File: src/hdl/prpz_pkg.sv
`timescale 1ns / 1ps
// ----------------------------------------------------------------------------
// prpz_pkg: shared definitions for the point projection core
// Widths, register indexes, request codes and helper types used by the
// projection datapath, its shared multiplier and its iterative divider.
// ----------------------------------------------------------------------------
package prpz_pkg;

  localparam int DEF_SCREEN_WIDTH  = 128;
  localparam int DEF_SCREEN_HEIGHT = 64;

  localparam int STORE_DEPTH = 8192;
  localparam int STORE_AW    = 13;
  localparam int SYM_W       = 8;
  localparam int DEPTH_W     = 24;

  localparam int MUL_A_W = 48;
  localparam int MUL_B_W = 17;
  localparam int MUL_P_W = MUL_A_W + MUL_B_W;
  localparam int NUM_W   = 64;

  localparam logic [SYM_W-1:0]   SYM_SPACE   = 8'd32;
  localparam logic [DEPTH_W-1:0] DEPTH_FAR   = 24'hFFFFFF;
  localparam logic [DEPTH_W-1:0] DEPTH_MAXKEY = 24'hFFFFFE;
  localparam logic signed [NUM_W-1:0] NEAR_LIMIT = 64'sd112589990684262;
  localparam logic signed [15:0] ONE_Q14 = 16'sd16384;

  localparam logic [2:0] CFG_SIN_A    = 3'd0;
  localparam logic [2:0] CFG_COS_A    = 3'd1;
  localparam logic [2:0] CFG_SIN_B    = 3'd2;
  localparam logic [2:0] CFG_COS_B    = 3'd3;
  localparam logic [2:0] CFG_SIN_C    = 3'd4;
  localparam logic [2:0] CFG_COS_C    = 3'd5;
  localparam logic [2:0] CFG_CAM_DIST = 3'd6;
  localparam logic [2:0] CFG_SCALE    = 3'd7;

  typedef enum logic [1:0] {
    REQ_PLOT  = 2'd0,
    REQ_CLEAR = 2'd1,
    REQ_READ  = 2'd2,
    REQ_NONE  = 2'd3
  } req_e;

  typedef struct packed {
    logic done;
    logic ok;
  } div_status_t;

  function automatic logic signed [15:0] sat_trig(input logic [15:0] v);
    logic signed [15:0] s;
    s = $signed(v);
    if (s > ONE_Q14) begin
      return ONE_Q14;
    end else if (s < -ONE_Q14) begin
      return -ONE_Q14;
    end
    return s;
  endfunction

endpackage

File: src/hdl/prpz_mul.sv
`timescale 1ns / 1ps
// ----------------------------------------------------------------------------
// prpz_mul: shared signed multiplier
// Registered signed product used for rotation and projection in turn.
// ----------------------------------------------------------------------------
module prpz_mul import prpz_pkg::*; (
  input  logic                       clk_i,
  input  logic signed [MUL_A_W-1:0]  a_i,
  input  logic signed [MUL_B_W-1:0]  b_i,
  output logic signed [MUL_P_W-1:0]  p_o
);

  logic signed [MUL_P_W-1:0] p_q;

  always_ff @(posedge clk_i) begin
    p_q <= a_i * b_i;
  end

  assign p_o = p_q;

endmodule

File: config.mk
export PLATFORM = sky130hd
export DESIGN_NAME = prpz_mul
export DESIGN_NICKNAME = d
export VERILOG_FILES = /design/src/hdl/prpz_pkg.sv /design/src/hdl/prpz_mul.sv
export SDC_FILE = /design/constraint.sdc
export NUM_CORES = 2
export LEC_CHECK = 0
export CORE_MARGIN = 4
export CORE_UTILIZATION = 41
export CTS_CLUSTER_DIAMETER = 120
export CTS_CLUSTER_SIZE = 24
export DETAILED_ROUTE_END_ITERATION = 16
export DONT_BUFFER_PORTS = 1
export GPL_TIMING_DRIVEN = 0
export PLACE_DENSITY = 0.51
export SYNTH_ARGS = -nofsm -noshare
export SYNTH_HDL_FRONTEND = slang
export SYNTH_SLANG_ARGS = --single-unit
File: constraint.sdc
create_clock -name clk_i -period 16.1 [get_ports clk_i]
set_input_delay 0 -clock clk_i [delete_from_list [all_inputs] [get_ports clk_i]]
set_output_delay 0 -clock clk_i [all_outputs]
set_load 0.02 [all_outputs]
==> out/metrics.yaml <==
layout.nets: 4232
synth_edf_count: 0
grt_overflow: 0
avgSynthCellArea_um2: 8.86
ys.flop_type: "dfxtp_1"
synth_area_mm2: 0.0288
largest_reg_flops: 65
avgViaCountPerCell: 5.01
tns_ns: 0
layout-drive-gt1-share_pct: 0.889
ant_nets: 0
drc_errors: 0
drtIter0Drc: 1106
period_share_pct: 55.5
initial_utilization_pct: 41.6
grtUsageTotal_pct: 25.9
yosysSeqAreaShare_pct: 4.52
crit_path_start_kind: "input port"
synth_nets: 4220
synth_fa_ha_area_share_pct: 59.4
antenna_found_initial: 6
yosysMostFrequentCell: "inv_1"
place_ws_ns: 6.72
cts_tree: "yes"
clock_sinks: 65
area_growth_pct: 5.26
firstDrtPassIters: 5
coreArea_mm2: 0.0691
place_congestion: 0.918
clk_pin_slew_ns: 0.07
synth_cell_types: 63
post-cts-setup-buffers: 0
ys_seq_elements: 65
rows: 96
grt_max_degree: 14
grt_pass1_wl_mm: 145
dieArea_mm2: 0.0745
fin_ws_ns: 7.16
critPathMaxFanout: 10
ys_async_sr_fraction_pct: 0
period_minus_slack_ns: 8.94
cts_made_buffers: 9
cts_root_buffer: "clkbuf_16"
synth_compound_area_share_pct: 4.80
io_pins: 131
hpwl_mm: 78.3
slew_headroom_pct: 9.25
hold_viol: 0
synth_xor_area_share_pct: 1.89
stdcell_area_mm2: 0.0303
critical_path_class: "input port to flip-flop"
slew_viol_final: 0
worstMarginPinSlew_ns: 1.35
cap_violations: 0
die-width_um: 273
synthTopCellsByCount: "inv_1, fa_1, nand2_1, and2_1, ha_1"
netlist_instances: 3246
io_buffers: 0
hold_class: "input port to flip-flop"
synth-simple-area-share_pct: 16.3
die_h_um: 273
dpl_cell_area_mm2: 0.0299
endpoint_kind: "flip-flop"
routed_wl_mm: 91.4
grt_pass1_vias: 23715
fmax_mhz: 112
vias: 21042
synth_top_area_cell: "fa_1"
yosys.area.top_type_share_pct: 53.0
synth_top_family_by_area: "adder cells"
status: "complete, no violations"
critPathArrivalTime_ns: 9.27
cts_max_path_buffers: 2
rsz0062_at_grt: "no"
synthMuxAreaShare_pct: 0.0348
wl_per_cell_um: 21.8
worstPathRequired_ns: 16.43
synth.area.top_cells: "fa_1, inv_1, nand2_1"
htree_levels: 3
setup_viol: 0
ys_warn_count: 0
critical path: stages:
cell and delay, ns:
clkbuf_1 0.73, clkbuf_1 0.74, nand2_1 0.16, fa_1 0.52, inv_1 0.05, fa_1 0.48, inv_1 0.06, fa_1 0.51
inv_1 0.06, fa_1 0.50, fa_1 0.50, inv_1 0.05, fa_1 0.47, inv_1 0.04, ha_1 0.25, clkbuf_1 0.40
nand4_1 0.24, nor4_1 1.17, nand3_1 0.15, a21oi_1 0.90, o31ai_1 0.31, a21oi_1 0.31, nor2_1 0.12, a221oi_1 0.35
xor2_1 0.17
kinds of logic after synthesis:
logic type	after synthesis
AOI/OAI and AO/OA	214
xor gates and xnor gates	62
adders and majority gates	908
buffers and inverters	1003
DFF	65
muxes	1
and+or+nand+nor	993
routing by layer:
metal,global-route usage [%],wire length (um),up-vias
li1,-,-,9315
met1,34.7,38600,10952
met2,42.5,42900,651
met3,5.09,6340,124
met4,8.28,3510,0
met5,0,0,-
metrics by stage:
stage	hold WS, ns	cells	util, %
finish	0.0931	4197	43.8
global route	0.118	4194	43.8
CTS	0.0780	4194	43.8
detailed placement	0.146	4177	43.3
global placement	0.137	4177	43.3
floorplan	0.127	3246	-
cells in the final DEF, fill, tap and decap left out, types with 4 or more instances in the layout:
cell type    n
nand2_1    515
ha_1       147
a31oi_1      5
dfxtp_1     65
o21ai_0     44
nor2_1      90
buf_1        5
o31ai_1      4
and3_1       6
nand2b_1    12
xnor2_1     47
a21o_1      26
nor2b_1      6
clkbuf_16    9
clkbuf_1   142
nand4_1     15
a21oi_1     77
inv_1      854
nand3_1     13
fa_1       761
and2_1     304
nor3_1      14
o21a_1       5
o21bai_1    14
xor2_1      15
final timing paths:
check | from | endpoint | cells past startpoint
worst max-delay path | b_i[7] | p_o[62] | 25
worst min-delay path | a_i[1] | p_o[2] | 4
cell type report:
class | count | area [um^2]
Sequential cell | 65 | 1300
Clock buffer | 9 | 225
Antenna cell | 3 | 7.51
Timing Repair Buffer | 1 | 10.0
Multi-Input combinational cell | 2178 | 23700
Tap cell | 931 | 1160
Inverter | 855 | 3210
Buffer | 148 | 557
Fill cell | 6871 | 38800
Clock inverter | 7 | 101
what timing repair did:
| item | CTS | global route |
|---|---|---|
| setup endpoints to repair | 0 | 0 |
| gates resized for setup | 0 | 0 |
| endpoints found under the hold margin | 2 | 0 |
| hold buffers | 1 | 0 |
Power is not shown: default switching activity piles up to over one toggle a cycle in this logic, so the estimate is an artifact.
