`src/hdl/prpz_pkg.sv`:
```
`timescale 1ns / 1ps
// ----------------------------------------------------------------------------
// prpz_pkg: shared definitions for the point projection core
// Widths, register indexes, request codes and helper types used by the
// projection datapath, its shared multiplier and its iterative divider.
// ----------------------------------------------------------------------------
package prpz_pkg;

  localparam int DEF_SCREEN_WIDTH  = 128;
  localparam int DEF_SCREEN_HEIGHT = 64;

  localparam int STORE_DEPTH = 8192;
  localparam int STORE_AW    = 13;
  localparam int SYM_W       = 8;
  localparam int DEPTH_W     = 24;

  localparam int MUL_A_W = 48;
  localparam int MUL_B_W = 17;
  localparam int MUL_P_W = MUL_A_W + MUL_B_W;
  localparam int NUM_W   = 64;

  localparam logic [SYM_W-1:0]   SYM_SPACE   = 8'd32;
  localparam logic [DEPTH_W-1:0] DEPTH_FAR   = 24'hFFFFFF;
  localparam logic [DEPTH_W-1:0] DEPTH_MAXKEY = 24'hFFFFFE;
  localparam logic signed [NUM_W-1:0] NEAR_LIMIT = 64'sd112589990684262;
  localparam logic signed [15:0] ONE_Q14 = 16'sd16384;

  localparam logic [2:0] CFG_SIN_A    = 3'd0;
  localparam logic [2:0] CFG_COS_A    = 3'd1;
  localparam logic [2:0] CFG_SIN_B    = 3'd2;
  localparam logic [2:0] CFG_COS_B    = 3'd3;
  localparam logic [2:0] CFG_SIN_C    = 3'd4;
  localparam logic [2:0] CFG_COS_C    = 3'd5;
  localparam logic [2:0] CFG_CAM_DIST = 3'd6;
  localparam logic [2:0] CFG_SCALE    = 3'd7;

  typedef enum logic [1:0] {
    REQ_PLOT  = 2'd0,
    REQ_CLEAR = 2'd1,
    REQ_READ  = 2'd2,
    REQ_NONE  = 2'd3
  } req_e;

  typedef struct packed {
    logic done;
    logic ok;
  } div_status_t;

  function automatic logic signed [15:0] sat_trig(input logic [15:0] v);
    logic signed [15:0] s;
    s = $signed(v);
    if (s > ONE_Q14) begin
      return ONE_Q14;
    end else if (s < -ONE_Q14) begin
      return -ONE_Q14;
    end
    return s;
  endfunction

endpackage

```
`src/hdl/prpz_div.sv`:
```
`timescale 1ns / 1ps
// ----------------------------------------------------------------------------
// prpz_div: iterative restoring divider with screen range check
// Produces a truncated quotient one bit a cycle and flags whether it lies
// inside the screen, including the overflow bit as the top quotient bit.
// ----------------------------------------------------------------------------
module prpz_div import prpz_pkg::*; #(
  parameter int QW = 8
) (
  input  logic                     clk_i,
  input  logic                     rst_ni,
  input  logic                     start_i,
  input  logic signed [NUM_W-1:0]  num_i,
  input  logic signed [NUM_W-1:0]  den_i,
  input  logic [QW-1:0]            lim_i,
  output div_status_t              status_o,
  output logic [QW-1:0]            q_o
);

  localparam int CW = (QW > 1) ? $clog2(QW) : 1;

  logic                    busy_q;
  logic                    done_q;
  logic                    ok_q;
  logic [CW-1:0]           cnt_q;
  logic signed [NUM_W-1:0] rem_q;
  logic signed [NUM_W-1:0] dsh_q;
  logic [QW-1:0]           q_q;
  logic [QW-1:0]           lim_q;
  logic                    ge;
  logic [QW-1:0]           q_d;
  logic signed [NUM_W-1:0] neg_sum;

  assign ge      = (rem_q >= dsh_q);
  assign q_d     = {q_q[QW-2:0], ge};
  assign neg_sum = num_i + den_i;

  always_ff @(posedge clk_i or negedge rst_ni) begin
    if (!rst_ni) begin
      busy_q <= 1'b0;
      done_q <= 1'b0;
      cnt_q  <= '0;
    end else begin
      done_q <= 1'b0;
      if (start_i) begin
        if (num_i[NUM_W-1]) begin
          done_q <= 1'b1;
        end else begin
          busy_q <= 1'b1;
          cnt_q  <= CW'(QW - 1);
        end
      end else if (busy_q) begin
        cnt_q <= cnt_q - 1'b1;
        if (cnt_q == '0) begin
          busy_q <= 1'b0;
          done_q <= 1'b1;
        end
      end
    end
  end

  always_ff @(posedge clk_i) begin
    if (start_i) begin
      lim_q <= lim_i;
      q_q   <= '0;
      rem_q <= num_i;
      dsh_q <= den_i <<< (QW - 1);
      ok_q  <= !neg_sum[NUM_W-1] && (neg_sum != '0);
    end else if (busy_q) begin
      q_q   <= q_d;
      dsh_q <= dsh_q >>> 1;
      if (ge) begin
        rem_q <= rem_q - dsh_q;
      end
      if (cnt_q == '0) begin
        ok_q <= (q_d < lim_q);
      end
    end
  end

  assign status_o.done = done_q;
  assign status_o.ok   = ok_q;
  assign q_o           = q_q;

endmodule
```
`config.mk`:
```
export PLATFORM = sky130hd
export DESIGN_NAME = prpz_div
export DESIGN_NICKNAME = d
export VERILOG_FILES = /design/src/hdl/prpz_pkg.sv /design/src/hdl/prpz_div.sv
export SDC_FILE = /design/constraint.sdc
export NUM_CORES = 1
export LEC_CHECK = 0
export ABC_AREA = 1
export BUFFER_PORTS_ARGS = -buffer_cell sky130_fd_sc_hd__buf_2
export CAP_MARGIN = 25
export CELL_PAD_IN_SITES_DETAIL_PLACEMENT = 0
export CELL_PAD_IN_SITES_GLOBAL_PLACEMENT = 1
export CORE_MARGIN = 2
export CORE_UTILIZATION = 43
export CTS_CLUSTER_DIAMETER = 120
export CTS_CLUSTER_SIZE = 24
export DETAILED_ROUTE_END_ITERATION = 6
export PLACE_DENSITY_LB_ADDON = 0.25
export SYNTH_ARGS = -nofsm -noshare
export SYNTH_HDL_FRONTEND = slang
export SYNTH_SLANG_ARGS = --single-unit
```
`constraint.sdc`:
```
create_clock -name clk_i -period 4.5 [get_ports clk_i]
set_clock_uncertainty 0.05 [all_clocks]
set_input_delay 0.225 -clock clk_i [delete_from_list [all_inputs] [get_ports clk_i]]
set_output_delay 0.225 -clock clk_i [all_outputs]
set_load 0.01 [all_outputs]
```
==> flow_metrics.tcl <==
set metrics [dict create \
    synthFlopType "edfxtp_1" \
    yosys_warnings 0 \
    status "completed" \
    power.density_nw_per_um2 537 \
    syn_avg_cell_area_um2 6.12 \
    cts_root_buf "clkbuf_16" \
    cts.path.max_buffers 2 \
    p_leak_nw 9.84 \
    hold_violations 0 \
    final_design_area_no_fill_um2 18800 \
    async_flop_share_pct 3.33 \
    rsz0062_at_grt "no" \
    yosysSeqAreaShare_pct 25.9 \
    htree_levels 4 \
    post-route-drc-count 0 \
    hpwl_mm 55.6 \
    cts_buffers 17 \
    synth_seq_cells 150 \
    yosysMostFrequentCell "nand2_1" \
    drtIter0Drc 1723 \
    num_io_pins 149 \
    die_y_um 201 \
    required_ns 4.59 \
    fin_nets 3162 \
    area_growth_pct 12.5 \
    wl_met1_mm 29.8 \
    fin_setup_tns_ns 0 \
    critPathArrivalTime_ns 3.60 \
    drt-total-wl_mm 65.1 \
    syn_inst 2733 \
    rows 72 \
    p_sw_mw 5.05 \
    ant_nets 0 \
    core_area_um2 38600 \
    antenna_found_initial 3 \
    via_per_inst 5.25 \
    synth_nets 3010 \
    fmax_ghz 0.285 \
    gp_congestion 1.05 \
    vias 17943 \
    grt_pass1_wl_mm 97.9 \
    gr-total-overflow 0 \
    initial_core_util_pct 43.4 \
    cp-end-kind "register" \
    slew_violations 0 \
    finalCritPeriodShare_pct 78.0 \
    r2r_slack_ns 0.99 \
    synthTopCellsByCount "nand2_1, inv_1, nor2_1" \
    io_buffers 148 \
    dieWidth_um 201 \
    hold_path_class "input pin to register" \
    yosys.area.top_type "edfxtp_1" \
    first_pass_iters 5 \
    clk_pin_slew_ns 0.07 \
    cts_sinks 150 \
    placed_area_um2 18100 \
    cts_tree "built" \
    start_kind "register" \
    critPathMaxFanout 41 \
    grt_pass1_vias 17143 \
    synth_cell_type_count 51 \
    clk_latency_ns 0.46 \
    wl_per_cell_um 19.0 \
    die_area_um2 40500 \
    fin_util_pct 48.8 \
    worst_slew_pin_slew_ns 0.824 \
    path_class "register to register" \
    track_usage_pct 31.8 \
    p_clk_share_pct 15.6 \
    seq_power_share_pct 22.7 \
    power.share.switching_pct 49.9 \
    drive_above_1_share_pct 9.66 \
    grt_max_degree 79 \
    synth.top_cell.area_share_pct 23.3 \
    synthesis.area_um2 16700 \
    drv_cap 0 \
    setup_viol 0 \
    layout_min_cycle_time_ns 3.51 \
    route.top_layer_used "met4" \
    wl_met2_mm 30.1 \
    wl_met3_mm 3.78 \
    ir_drop_v 0.000275 \
    combPwrFrac_pct 61.8 \
    internal_power_mw 5.06 \
    max_slew_margin_pct 45.1 \
    synth_edf_count 130 \
    synthTopCellsByArea "edfxtp_1, nand2_1, inv_1" \
]
[cells in the final DEF (no fill, tap or decap), types with 14 or more instances in the layout]
master and n:
inv_1 504, nand2_1 930, nand4_1 21, nand3b_1 14, nand3_1 132, buf_2 147, o21bai_1 24, xor2_1 23
o21ai_0 129, a21oi_1 166, dfxtp_1 15, nand2_2 24, edfxtp_1 130, ha_1 136, nor2_1 262, or2_2 29
clkbuf_16 17, nor3_1 26
[per-layer routing]
layer | global-route usage [%] | up-vias
met2 | 53.4 | 561
met4 | 8.69 | 0
li1 | - | 8996
met5 | 0 | -
met1 | 43.1 | 8321
met3 | 3.69 | 65
[path summary, 6_finish.rpt]
check,startpoint,endpoint,cells after the start
setup / recovery,rem_q[11],rem_q[59],16
hold / removal,den_i[37],dsh_q[44],3
setup reg to reg,rem_q[11],rem_q[59],16
hold reg to reg,cnt_q[2],cnt_q[2],2
max in group asynchronous,rst_ni,cnt_q[1],2
min in group asynchronous,rst_ni,busy_q,2
[power groups by stage]
stage               logic [mW]  registers [mW]  clock network [mW]
finish                    6.24            2.29                1.58
global route              6.93            2.33                1.64
CTS                       6.15            2.29                1.59
detailed placement        6.10            2.32                   0
global placement          6.04            2.30                   0
floorplan                 4.28            2.29                   0
[state kept, by name (all words and copies together), names as in the netlist]
register / cells
dsh_q: 64
rem_q: 64
lim_q: 8
q_o: 8
cnt_q: 3
busy_q: 1
done_q: 1
ok_q: 1
[cell type report]
cell class                 instances  area [µm²]
clock inverter                    15         214
inverter                         508        1910
multi-input combinational       2044       10400
fill                            4276       19700
clock buffer                      17         425
sequential                       150        4330
timing repair buffer             164         916
tap                              518         648
antenna                            3        7.51
[worst max-delay path, cell delays in order, from the launching register on]
cell and delay (ns):
edfxtp_1 0.37, ha_1 0.37, nand2_1 0.15, inv_1 0.10
nand3_1 0.09, nor3_1 0.41, nand2_1 0.09, nand2_1 0.16
nand2_1 0.09, nand2_2 0.11, nand2_1 0.07, nand2_1 0.06
nand2_1 0.06, nand3_1 0.07, nand2_1 0.08, nand2_2 0.50
buf_12 0.33
[cells by family after synthesis]
logic type | Yosys count | synth area share [%]
buffers and inverters | 539 | 12.1
AND/OR/NAND/NOR | 1477 | 36.5
XOR/XNOR | 35 | 1.83
AO/OA/AOI/OAI | 394 | 13.2
flip-flops | 150 | 25.9
adder cells (fa/ha/maj) | 138 | 10.4
[metrics by stage]
stage,hold WS (ns),setup slack [ns],std cells,total power [mW]
6_report,0.0165,0.988,3419,10.1
3_3_place_gp,-0.00777,0.974,3372,8.34
2_1_floorplan,-0.121,0.719,2733,6.57
4_1_cts,0.00132,0.983,3416,10.0
3_5_place_dp,-0.00701,0.929,3373,8.42
5_1_grt,0.0291,0.677,3419,10.9
[what timing repair did]
action                                  CTS  global route
endpoints found under the hold margin    15             0
gates resized for setup                   0             0
endpoints found under the setup margin    0             0
hold buffers                             11             0
setup buffers                             0             0
Note: power is estimated with default switching activity, not from simulation.
